## config.mk

```make
export PLATFORM = sky130hd
export DESIGN_NAME = cmbs_div
export DESIGN_NICKNAME = d
export VERILOG_FILES = /design/src/hw/rtl/cmbs_pkg.sv /design/src/hw/rtl/cmbs_div.sv
export SDC_FILE = /design/constraint.sdc
export NUM_CORES = 1
export LEC_CHECK = 0
export ABC_AREA = 1
export BUFFER_PORTS_ARGS = -buffer_cell sky130_fd_sc_hd__buf_2
export CAP_MARGIN = 10
export CORE_ASPECT_RATIO = 1.1
export CORE_MARGIN = 8
export CORE_UTILIZATION = 60
export CTS_BUF_LIST = sky130_fd_sc_hd__clkbuf_16
export DETAILED_ROUTE_END_ITERATION = 8
export PLACE_DENSITY = 0.83
export SKIP_LAST_GASP = 1
export SYNTH_ARGS = -nofsm -noshare
export SYNTH_HDL_FRONTEND = slang
export SYNTH_SLANG_ARGS = --single-unit
```

## constraint.sdc

```tcl
create_clock -name clk_i -period 2.5 [get_ports clk_i]
set_input_delay 0.75 -clock clk_i [delete_from_list [all_inputs] [get_ports clk_i]]
set_output_delay 0.75 -clock clk_i [all_outputs]
set_load 0.02 [all_outputs]
```

## src/hw/rtl/cmbs_pkg.sv

```systemverilog
// ----------------------------------------------------------------------------
// Cube-map sampler package
// Shared constants, codes, types and helpers of the cube-map sampler.
// ----------------------------------------------------------------------------
`default_nettype none

package cmbs_pkg;

  localparam int unsigned FaceSize   = 64;
  localparam int unsigned FaceBits   = 6;
  localparam int unsigned NumFaces   = 6;
  localparam int unsigned StoreDepth = NumFaces * FaceSize * FaceSize;
  localparam int unsigned AddrBits   = 15;
  localparam int unsigned ExtBits    = 7;
  localparam int unsigned TexelBits  = 48;
  localparam int unsigned AccBits    = 48;

  localparam logic       CMD_WRITE  = 1'b0;
  localparam logic       CMD_SAMPLE = 1'b1;
  localparam logic       CFG_WIDTH  = 1'b0;
  localparam logic       CFG_HEIGHT = 1'b1;

  localparam logic [2:0] FACE_PX = 3'd0;
  localparam logic [2:0] FACE_NX = 3'd1;
  localparam logic [2:0] FACE_PY = 3'd2;
  localparam logic [2:0] FACE_NY = 3'd3;
  localparam logic [2:0] FACE_PZ = 3'd4;
  localparam logic [2:0] FACE_NZ = 3'd5;

  typedef enum logic [3:0] {
    ST_IDLE,
    ST_SETUP,
    ST_DIVU,
    ST_DIVV,
    ST_POSX,
    ST_POSY,
    ST_POSW,
    ST_READ,
    ST_BLEND,
    ST_ROUND,
    ST_RESP
  } state_e;

  typedef struct packed {
    logic        start;
    logic [16:0] num;
    logic [15:0] den;
  } div_req_t;

  typedef struct packed {
    logic        clr;
    logic [31:0] a;
    logic [16:0] b;
  } mac_op_t;

  function automatic logic [ExtBits-1:0] clamp_ext(input logic [ExtBits-1:0] n);
    logic [ExtBits-1:0] r;
    r = n;
    if (n == '0) begin
      r = ExtBits'(1);
    end else if (n > ExtBits'(FaceSize)) begin
      r = ExtBits'(FaceSize);
    end
    return r;
  endfunction

endpackage

`default_nettype wire

```

## src/hw/rtl/cmbs_div.sv

```systemverilog
// ----------------------------------------------------------------------------
// Coordinate divider
// Restoring divider that forms num * 2^15 / den, one quotient bit a cycle.
// ----------------------------------------------------------------------------
`default_nettype none

module cmbs_div (
  input  logic              clk_i,
  input  logic              rst_ni,
  input  cmbs_pkg::div_req_t req_i,
  output logic              done_o,
  output logic [16:0]       quo_o
);
  import cmbs_pkg::*;

  logic [15:0] rem_q, rem_d;
  logic [31:0] num_q, num_d;
  logic [16:0] quo_q, quo_d;
  logic [15:0] den_q, den_d;
  logic [4:0]  cnt_q, cnt_d;
  logic        run_q, run_d;
  logic        done_q, done_d;
  logic [16:0] trial;
  logic [16:0] diff;
  logic        ge;

  always_comb begin
    trial  = {rem_q, num_q[31]};
    ge     = trial >= {1'b0, den_q};
    diff   = trial - {1'b0, den_q};
    rem_d  = rem_q;
    num_d  = num_q;
    quo_d  = quo_q;
    den_d  = den_q;
    cnt_d  = cnt_q;
    run_d  = run_q;
    done_d = 1'b0;
    if (req_i.start) begin
      rem_d = '0;
      num_d = {req_i.num, 15'd0};
      quo_d = '0;
      den_d = req_i.den;
      cnt_d = '0;
      run_d = 1'b1;
    end else if (run_q) begin
      rem_d = ge ? diff[15:0] : trial[15:0];
      num_d = {num_q[30:0], 1'b0};
      quo_d = {quo_q[15:0], ge};
      cnt_d = cnt_q + 5'd1;
      if (cnt_q == 5'd31) begin
        run_d  = 1'b0;
        done_d = 1'b1;
      end
    end
  end

  always_ff @(posedge clk_i or negedge rst_ni) begin
    if (!rst_ni) begin
      cnt_q  <= '0;
      run_q  <= 1'b0;
      done_q <= 1'b0;
    end else begin
      cnt_q  <= cnt_d;
      run_q  <= run_d;
      done_q <= done_d;
    end
  end

  always_ff @(posedge clk_i) begin
    rem_q <= rem_d;
    num_q <= num_d;
    quo_q <= quo_d;
    den_q <= den_d;
  end

  assign done_o = done_q;
  assign quo_o  = quo_q;

endmodule

`default_nettype wire

```

==> flow_summary.yaml <==
grt:
  grt_pass1_wl_um: 14800
  overflow: 0
  grt_usage_pct: 19.7
  antenna_found_initial: 0
  grt_pass1_vias: 3445
  grt_start_max_net_pins: 28
sta:
  rsz0062_at_grt: "false"
  finalMaxSlewViolations: 0
  period_share_pct: 83.6
  clock_skew_ns: 0.00676
  tightest_slew_ns: 0.522
  fmax_ghz: 0.478
  setup_viol: 0
  hold_violations: 0
  period_needed_ns: 2.09
  timing.slew.headroom_pct: 65.0
  setup_tns_ns: 0
  hold-worst-slack_ns: 0.241
synthesis:
  synthCells: 525
  synth-edff-count: 33
  synth_most_common_cell: "nand2_1"
  async_flop_share_pct: 9.59
  synthTopCellsByCount: "nand2_1 (210), inv_1 (89), dfxtp_1 (33), edfxtp_1 (33), nand3_1 (30)"
  ys_ff_latch: 73
  syn_area_per_cell_um2: 7.55
  synth_ff_type: "edfxtp_1"
  synth_cell_types: 30
  synthDominantCellAreaShare_pct: 25.0
  synth.area.top_cells: "edfxtp_1 (25%), nand2_1 (20%), dfxtp_1 (17%)"
  ys_warn_count: 0
  syn_area_um2: 3960
  synth_fp_nets: 580
  yosysTopAreaCell: "edfxtp_1"
  ys_seq_area_share_pct: 46.1
clocking:
  ctsHoldBuffers: 0
  cts.sinks: 73
  cts_resized: 0
  clk_latency_ns: 0.34
  cts_max_level: 3
  cts_setup_buffers: 0
  ctsLongestPathBuffers: 2
  cts-root-buf: "clkbuf_16"
  cts_buffers: 9
  cts_tree: "built"
  clkTransAtPathRegs_ns: 0.06
placement:
  gp_congestion: 0.897
  io_buffers: 53
  dpl.hpwl_um: 6420
route:
  routed-via-count: 3435
  wl_um: 9040
  detail_route.wl_per_cell_um: 13.5
  ant_nets: 0
  dr.pass1.iters: 5
  drc_errors: 0
  routed_via_density: 5.13
  drt_iter0_drc: 157
setup_path:
  cpMaxStageDelayCell: "ha_1"
  regToRegSetupSlack_ns: 0.41
  r2r-end: "rem_q[13]"
  timing.rr.start: "den_q[4]"
  cp.required_ns: 2.73
  crit_path_max_fanout: 17
  critPathMaxStageDelay_ns: 0.35
  endpoint: "rem_q[13]"
  path_class: "reg2reg"
  crit_path_frequent_cell: "nand2_1"
  crit_chain: "inv_1 > ha_1 > nand2_1 > nand2_2 > inv_1 > nand2_1 > nand2_1 > nand3_2 > nand2_4 > nand2_4 > nand2_1 > nand2_1 > nand2_1 > nand2_1"
  worstPathArrival_ns: 2.32
  endpoint_kind: "flop"
  crit_start: "den_q[4]"
  cp-start-kind: "flop"
  worstRegToRegCells: 14
worst_hold_path:
  hp-class: "in2async"
finish:
  layout-drive-gt1-share_pct: 16.2
  area_growth_pct: 16.5
  fillers: 530
  utilization_pct: 71.3
  diodes: 0
  final_nets: 638
die:
  core.rowCount: 31
  dieArea_um2: 9470
  die_x_um: 93.5
  die_height_um: 101
  io_pins: 54
  start_util_pct: 61.2
  core_area_um2: 6480
power_and_ir_drop:
  power_density_nw_per_um2: 913
  irDropWorstVdd_v: 0.000553
  total_power_mw: 4.21
  p_leak_nw: 2.49
flow_run:
  drv_cap: 0
status:
  status: "completed"
## worst min-delay path by stage
stage	start	to	slack, ns
2_1_floorplan	cnt_q[3]	cnt_q[3]	0.44
3_3_place_gp	quo_o[16]	quo_o[16]	0.44
3_5_place_dp	quo_o[16]	quo_o[16]	0.44
4_1_cts	rst_ni	cnt_q[4]	0.23
5_1_grt	rst_ni	done_o	0.24
6_report	rst_ni	cnt_q[1]	0.24
## critical path: cells and delay by family (launching register included)
family	cells	cell delay (ns)
adders and majority gates	1	0.35
buffers and inverters	2	0.11
DFF	1	0.32
and+or+nand+nor	11	1.20
## through the flow
stage / setup slack [ns] / cell area, µm² / cells
global route: 0.213 / 4620 / 670
global placement: 0.456 / 4320 / 654
finish: 0.410 / 4620 / 670
detailed placement: 0.419 / 4320 / 654
floorplan: 0.705 / 3960 / 525
CTS: 0.402 / 4620 / 670
## registers in the layout (all words and copies together), names as in the netlist
signal and count:
run_q 1, num_q 17, quo_o 17, cnt_q 5
rem_q 16, den_q 16, done_o 1
## layout make-up
cell class / count / area, µm² / area share (%)
Tap cell: 82 / 103 / 2.22
Sequential cell: 73 / 1830 / 39.6
Clock inverter: 6 / 43.8 / 0.949
Inverter: 92 / 345 / 7.48
Timing Repair Buffer: 58 / 315 / 6.83
Multi-Input combinational cell: 349 / 1730 / 37.5
Clock buffer: 10 / 250 / 5.42
## where the power goes
part / internal (mW) / switching [mW] / total [mW] / leakage, nW
clock: 0.742 / 0.536 / 1.28 / 0.150
combinational: 0.516 / 0.916 / 1.43 / 1.64
sequential: 1.41 / 0.0958 / 1.50 / 0.704
total: 2.67 / 1.55 / 4.21 / 2.49
## routing by layer
layer | routed length (µm) | global-route usage [%] | up-vias
met3 | 425 | 3.78 | 17
met5 | 0 | 0 | -
li1 | - | - | 1758
met4 | 189 | 10.0 | 0
met2 | 4660 | 36.0 | 83
met1 | 3760 | 21.0 | 1577
## logic make-up (layout without fill, tap and decap cells)
| kind of cell | Yosys count | count (layout) | synth area share, % |
|---|---|---|---|
| AO/OA/AOI/OAI | 30 | 30 | 4.36 |
| adder cells (fa/ha/maj) | 19 | 19 | 6.19 |
| AND/OR/NAND/NOR | 294 | 294 | 31.8 |
| XOR/XNOR | 6 | 6 | 1.33 |
| flip-flops | 73 | 73 | 46.1 |
| buffers and inverters | 103 | 166 | 10.2 |
## placed cells by master, fill, tap and decap left out, types with 10 or more instances in the layout
cell and n:
inv_1 89, edfxtp_1 33, clkbuf_16 10, nand2_1 210, o22ai_1 15, buf_2 53, dfxtp_1 33, ha_1 18
nand3_1 30, nor2_1 17
No activity file was read; power rests on OpenSTA's default activity.
