[src/hw/rtl/cmbs_pkg.sv]
// ----------------------------------------------------------------------------
// Cube-map sampler package
// Shared constants, codes, types and helpers of the cube-map sampler.
// ----------------------------------------------------------------------------
`default_nettype none

package cmbs_pkg;

  localparam int unsigned FaceSize   = 64;
  localparam int unsigned FaceBits   = 6;
  localparam int unsigned NumFaces   = 6;
  localparam int unsigned StoreDepth = NumFaces * FaceSize * FaceSize;
  localparam int unsigned AddrBits   = 15;
  localparam int unsigned ExtBits    = 7;
  localparam int unsigned TexelBits  = 48;
  localparam int unsigned AccBits    = 48;

  localparam logic       CMD_WRITE  = 1'b0;
  localparam logic       CMD_SAMPLE = 1'b1;
  localparam logic       CFG_WIDTH  = 1'b0;
  localparam logic       CFG_HEIGHT = 1'b1;

  localparam logic [2:0] FACE_PX = 3'd0;
  localparam logic [2:0] FACE_NX = 3'd1;
  localparam logic [2:0] FACE_PY = 3'd2;
  localparam logic [2:0] FACE_NY = 3'd3;
  localparam logic [2:0] FACE_PZ = 3'd4;
  localparam logic [2:0] FACE_NZ = 3'd5;

  typedef enum logic [3:0] {
    ST_IDLE,
    ST_SETUP,
    ST_DIVU,
    ST_DIVV,
    ST_POSX,
    ST_POSY,
    ST_POSW,
    ST_READ,
    ST_BLEND,
    ST_ROUND,
    ST_RESP
  } state_e;

  typedef struct packed {
    logic        start;
    logic [16:0] num;
    logic [15:0] den;
  } div_req_t;

  typedef struct packed {
    logic        clr;
    logic [31:0] a;
    logic [16:0] b;
  } mac_op_t;

  function automatic logic [ExtBits-1:0] clamp_ext(input logic [ExtBits-1:0] n);
    logic [ExtBits-1:0] r;
    r = n;
    if (n == '0) begin
      r = ExtBits'(1);
    end else if (n > ExtBits'(FaceSize)) begin
      r = ExtBits'(FaceSize);
    end
    return r;
  endfunction

endpackage

`default_nettype wire

[src/hw/rtl/cmbs_mac.sv]
// ----------------------------------------------------------------------------
// Multiply-accumulate unit
// Shared 32 x 17 multiplier with a 48-bit accumulator for positions and blends.
// ----------------------------------------------------------------------------
`default_nettype none

module cmbs_mac (
  input  logic             clk_i,
  input  cmbs_pkg::mac_op_t op_i,
  output logic [47:0]      acc_o
);
  import cmbs_pkg::*;

  logic [48:0]        prod;
  logic [AccBits-1:0] acc_q;

  assign prod = op_i.a * op_i.b;

  always_ff @(posedge clk_i) begin
    acc_q <= (op_i.clr ? '0 : acc_q) + prod[AccBits-1:0];
  end

  assign acc_o = acc_q;

endmodule

`default_nettype wire

[config.mk]
export PLATFORM = sky130hd
export DESIGN_NAME = cmbs_mac
export DESIGN_NICKNAME = d
export VERILOG_FILES = /design/src/hw/rtl/cmbs_pkg.sv /design/src/hw/rtl/cmbs_mac.sv
export SDC_FILE = /design/constraint.sdc
export NUM_CORES = 1
export LEC_CHECK = 0
export BUFFER_PORTS_ARGS = -buffer_cell sky130_fd_sc_hd__clkbuf_2
export CAP_MARGIN = 15
export CORE_UTILIZATION = 33
export CTS_CLUSTER_DIAMETER = 50
export DETAILED_ROUTE_END_ITERATION = 8
export PLACE_DENSITY = 0.54
export SLEW_MARGIN = 10
export SYNTH_ARGS = -nofsm -noshare
export SYNTH_HDL_FRONTEND = slang
export SYNTH_SLANG_ARGS = --single-unit
[constraint.sdc]
create_clock -name clk_i -period 7.6 [get_ports clk_i]
set_input_delay 0.38 -clock clk_i [delete_from_list [all_inputs] [get_ports clk_i]]
set_output_delay 0.38 -clock clk_i [all_outputs]
set_load 0.02 [all_outputs]
==> flow_results.xml <==
<?xml version="1.0" encoding="UTF-8"?>
<metrics>
  <group name="cells_and_area">
    <metric name="layout.cells.most_common" unit="">sky130_fd_sc_hd__inv_1</metric>
    <metric name="largest_register_ff_count" unit="">48</metric>
    <metric name="finish.net_count" unit="">2910</metric>
    <metric name="layout.filler_cells" unit="">6067</metric>
    <metric name="multi_input_area" unit="sq mm">0.01601</metric>
    <metric name="drive_gt1_share" unit="%">7.149</metric>
    <metric name="seqCellArea" unit="sq um">960.9</metric>
    <metric name="area.growth.synth_to_final" unit="%">7.708</metric>
    <metric name="most-common-layout-cells" unit="">sky130_fd_sc_hd__inv_1 (595), sky130_fd_sc_hd__fa_1 (495), sky130_fd_sc_hd__nand2_1 (354)</metric>
  </group>
  <group name="placed_design">
    <metric name="gp_routability_congestion" unit="">0.9079</metric>
    <metric name="port_buffers" unit="">98</metric>
    <metric name="place.detailed.hpwl" unit="mm">48.98</metric>
  </group>
  <group name="floorplan">
    <metric name="std_cell_rows" unit="">88</metric>
    <metric name="dieArea" unit="sq mm">0.06040</metric>
    <metric name="fp.dieW" unit="um">245.8</metric>
    <metric name="core_area" unit="sq mm">0.05825</metric>
    <metric name="floorplan.die.height" unit="um">245.8</metric>
    <metric name="io_pins" unit="">99</metric>
    <metric name="start_util" unit="%">33.67</metric>
  </group>
  <group name="route">
    <metric name="drt_pass1_iterations" unit="">5</metric>
    <metric name="post-route-drc-count" unit="">0</metric>
    <metric name="starting_drt_drc_count" unit="">788</metric>
    <metric name="avg_wl_per_cell" unit="um">19.94</metric>
    <metric name="number_of_nets_with_antenna_violations_after_detailed_routing" unit="">0</metric>
    <metric name="routed_wirelength" unit="mm">60.21</metric>
    <metric name="drt-vias-per-instance" unit="">4.834</metric>
    <metric name="via_count" unit="">14600</metric>
  </group>
  <group name="setup_path">
    <metric name="cp_num_cells" unit="">21</metric>
    <metric name="delay_heaviest_family_cp" unit="">adder cells</metric>
    <metric name="critPathSlowestCell" unit="">sky130_fd_sc_hd__clkbuf_2</metric>
    <metric name="reg2reg_slack" unit="ns">1.61</metric>
    <metric name="critical_path.reg2reg.startpoint" unit="">acc_o[10]</metric>
    <metric name="worst-endpoint-arrival" unit="ns">7.06</metric>
    <metric name="timing.setup.critical_path_class" unit="">in -&gt; reg</metric>
    <metric name="kind_of_start_point_of_the_critical_path" unit="">input pin</metric>
    <metric name="critical_path_required" unit="ns">7.84</metric>
    <metric name="r2r.worst_path.cells" unit="">20</metric>
    <metric name="crit_start" unit="">op_i[4]</metric>
    <metric name="kind_of_end_point_of_the_critical_path" unit="">flip-flop</metric>
    <metric name="crit_fanout" unit="">32</metric>
    <metric name="critical-path-max-stage-delay" unit="ns">0.69</metric>
    <metric name="timing.critical_path.mode_cell" unit="">sky130_fd_sc_hd__fa_1</metric>
    <metric name="cp.buffers_inverters" unit="">4</metric>
    <metric name="crit_chain" unit="">clkbuf_2, nand2_1, fa_1, fa_1, fa_1, inv_1, fa_1, fa_1, inv_1, fa_1, inv_1, ha_1, a21o_1, a21oi_1, nor3b_1, nand4_1, or4_4, nand2_1, o21ai_1, mux2i_1, a2111oi_2</metric>
  </group>
  <group name="timing">
    <metric name="skew" unit="ns">0.01699</metric>
    <metric name="grt_setup_unrepaired" unit="">no</metric>
    <metric name="timing_hold_violations_final" unit="">0</metric>
    <metric name="fmax" unit="MHz">146.5</metric>
    <metric name="setup_tns" unit="ns">0</metric>
    <metric name="min_period_over_period" unit="%">89.81</metric>
    <metric name="setup_viol_count_final" unit="">0</metric>
    <metric name="finalMaxSlewViolations" unit="">0</metric>
    <metric name="worstMarginPinSlew" unit="ns">1.024</metric>
    <metric name="maxSlewHeadroom" unit="%">31.74</metric>
    <metric name="timing.final.crit_period" unit="ns">6.826</metric>
  </group>
  <group name="cts">
    <metric name="cts_hold_repair.buffers" unit="">0</metric>
    <metric name="clock_tree.root_cell" unit="">sky130_fd_sc_hd__clkbuf_16</metric>
    <metric name="cts_tree" unit="">done</metric>
    <metric name="postcts_resize_cnt" unit="">0</metric>
    <metric name="cts-buffers-inserted" unit="">5</metric>
    <metric name="cts.path.max_buffers" unit="">2</metric>
    <metric name="cts.repair_timing.setup_buffer_count" unit="">0</metric>
    <metric name="cts.sinks" unit="">48</metric>
    <metric name="clock_pin_slew_worst_setup_and_hold_paths" unit="ns">0.08</metric>
    <metric name="worst_skew_pair.late_latency" unit="ns">0.35</metric>
    <metric name="cts_h_tree_depth" unit="">2</metric>
  </group>
  <group name="yosys">
    <metric name="gate_count_post_synth" unit="">2217</metric>
    <metric name="synth-edff-count" unit="">0</metric>
    <metric name="post_synthesis_async_set_or_reset_flop_share" unit="%">0</metric>
    <metric name="synth_largest_area_cell" unit="">sky130_fd_sc_hd__fa_1</metric>
    <metric name="netlist_top_cells_area" unit="">sky130_fd_sc_hd__fa_1 (51%), sky130_fd_sc_hd__inv_1 (11%), sky130_fd_sc_hd__ha_1 (7.2%), sky130_fd_sc_hd__nand2_1 (6.8%), sky130_fd_sc_hd__and2_1 (6.6%)</metric>
    <metric name="synth.ff_latch_count" unit="">48</metric>
    <metric name="synth_largest_type_area_fraction" unit="%">50.54</metric>
    <metric name="synthesis.area_per_instance" unit="sq um">8.845</metric>
    <metric name="post_synth_mux_area_share" unit="%">0.05105</metric>
    <metric name="synth_area_in_simple_gates" unit="%">16.55</metric>
    <metric name="yosysUniqueCellTypes" unit="">62</metric>
    <metric name="synth-warning-count" unit="">0</metric>
    <metric name="ys_dominant_reg_cell" unit="">sky130_fd_sc_hd__dfxtp_1</metric>
    <metric name="yosysSeqAreaShare" unit="%">4.900</metric>
    <metric name="synth-compound-area-share" unit="%">5.264</metric>
    <metric name="synth_fa_ha_area_share" unit="%">57.75</metric>
    <metric name="dominant_combinational_cell_family_by_area_after_synthesis" unit="">adder cells</metric>
    <metric name="syn-num-nets" unit="">2876</metric>
    <metric name="synth.cell_area" unit="sq mm">0.01961</metric>
    <metric name="synthXorXnorAreaFrac" unit="%">2.055</metric>
  </group>
  <group name="global_routing">
    <metric name="antenna_violations_before_repair" unit="">1</metric>
    <metric name="grt_pass1_vias" unit="">16590</metric>
    <metric name="largest_net_degree_at_the_start_of_global_routing" unit="">33</metric>
    <metric name="wire_length_of_the_first_global_routing_pass" unit="mm">96.14</metric>
    <metric name="grt-ovfl-total" unit="">0</metric>
    <metric name="total_routing_usage_gr" unit="%">21.19</metric>
  </group>
  <group name="min_path">
    <metric name="hold_start" unit="">acc_o[0]</metric>
    <metric name="worstHoldPathType" unit="">reg -&gt; reg</metric>
    <metric name="hold_depth" unit="">2</metric>
  </group>
  <group name="outcome">
    <metric name="outcome" unit="">finished clean</metric>
  </group>
  <group name="job">
    <metric name="max_cap_viol_count" unit="">0</metric>
  </group>
</metrics>
[final timing paths]
| check | to |
|---|---|
| worst max register to register | acc_o[43] |
| worst min register to register | acc_o[0] |
| worst min-delay path | acc_o[0] |
| worst max-delay path | acc_o[46] |
[worst register-to-register path: stages, from the launching register on]
cell                        delay [ns]
sky130_fd_sc_hd__dfxtp_1          0.34
sky130_fd_sc_hd__nand2b_1         0.08
sky130_fd_sc_hd__fa_1             0.54
sky130_fd_sc_hd__inv_1            0.05
sky130_fd_sc_hd__fa_1             0.53
sky130_fd_sc_hd__fa_1             0.45
sky130_fd_sc_hd__fa_1             0.56
sky130_fd_sc_hd__inv_1            0.06
sky130_fd_sc_hd__fa_1             0.47
sky130_fd_sc_hd__inv_1            0.04
sky130_fd_sc_hd__ha_1             0.34
sky130_fd_sc_hd__a21oi_1          0.35
sky130_fd_sc_hd__o211ai_1         0.23
sky130_fd_sc_hd__o211ai_1         0.20
sky130_fd_sc_hd__a2111oi_2        0.11
sky130_fd_sc_hd__buf_4            0.17
sky130_fd_sc_hd__o32a_2           0.42
sky130_fd_sc_hd__a41o_1           0.34
sky130_fd_sc_hd__a31oi_4          0.31
sky130_fd_sc_hd__o21ai_1          0.11
sky130_fd_sc_hd__xor2_1           0.15
[cell usage after synthesis, types with 2 or more instances]
cell	n
sky130_fd_sc_hd__a211oi_2	2
sky130_fd_sc_hd__a31oi_1	3
sky130_fd_sc_hd__nand3_1	7
sky130_fd_sc_hd__fa_1	495
sky130_fd_sc_hd__dfxtp_1	48
sky130_fd_sc_hd__nor2b_1	19
sky130_fd_sc_hd__o21ai_0	19
sky130_fd_sc_hd__a21oi_1	46
sky130_fd_sc_hd__inv_1	595
sky130_fd_sc_hd__and2_1	208
sky130_fd_sc_hd__a21o_1	27
sky130_fd_sc_hd__a2111oi_2	2
sky130_fd_sc_hd__a41o_1	2
sky130_fd_sc_hd__clkbuf_1	100
sky130_fd_sc_hd__buf_2	3
sky130_fd_sc_hd__nand4_1	8
sky130_fd_sc_hd__nand2_1	354
sky130_fd_sc_hd__o21a_1	3
sky130_fd_sc_hd__nor2_1	17
sky130_fd_sc_hd__nor3_1	2
sky130_fd_sc_hd__a21oi_2	2
sky130_fd_sc_hd__o31ai_1	3
sky130_fd_sc_hd__o211ai_1	4
sky130_fd_sc_hd__o21ai_1	9
sky130_fd_sc_hd__xor2_1	13
sky130_fd_sc_hd__xnor2_1	33
sky130_fd_sc_hd__and3_1	4
sky130_fd_sc_hd__o21bai_1	6
sky130_fd_sc_hd__nand2b_1	36
sky130_fd_sc_hd__a211oi_1	3
sky130_fd_sc_hd__ha_1	113
[logic make-up (layout without fill, tap and decap cells)]
logic type,Yosys count,count (layout)
other,0,3
and+or+nand+nor,665,665
AOI/OAI and AO/OA,149,149
muxes,1,1
buffers and inverters,700,735
DFF,48,48
adders and majority gates,608,608
xor gates and xnor gates,46,46
[final cells by class]
cell class | count | share of cell area (%)
diodes | 3 | 0.03554
clock buffers | 6 | 0.6576
clock inverters | 2 | 0.1836
inverters | 595 | 10.57
multi-input cells | 1469 | 75.82
flip-flops and latches | 48 | 4.550
well taps | 765 | 4.532
repair buffers | 132 | 3.649
[metrics by stage]
| step | setup slack (ns) | hold slack, ns | std cells | util, % | cell area, sq um |
|---|---|---|---|---|---|
| floorplan | 1.523 | 0.6260 | 2217 | - | 19610 |
| global placement | 0.5885 | 0.5779 | 3009 | 35.94 | 20940 |
| detailed placement | 0.5246 | 0.6061 | 3009 | 35.94 | 20940 |
| CTS | 0.8462 | 0.6262 | 3017 | 36.25 | 21110 |
| global route | 0.4752 | 0.6832 | 3017 | 36.25 | 21110 |
| finish | 0.7744 | 0.6176 | 3020 | 36.26 | 21120 |
[layer usage]
| layer | part of all wire [%] | vias up | GRT usage (%) |
|---|---|---|---|
| li1 | - | 6402 | - |
| met1 | 42 | 7703 | 27.51 |
| met2 | 50 | 430 | 37.03 |
| met3 | 5.7 | 65 | 2.597 |
| met4 | 2.1 | 0 | 5.517 |
| met5 | 0 | - | 0 |
Power is left out: the tool's default activity adds up to more than one toggle a clock period on the data nets, which glitch-free logic cannot reach.
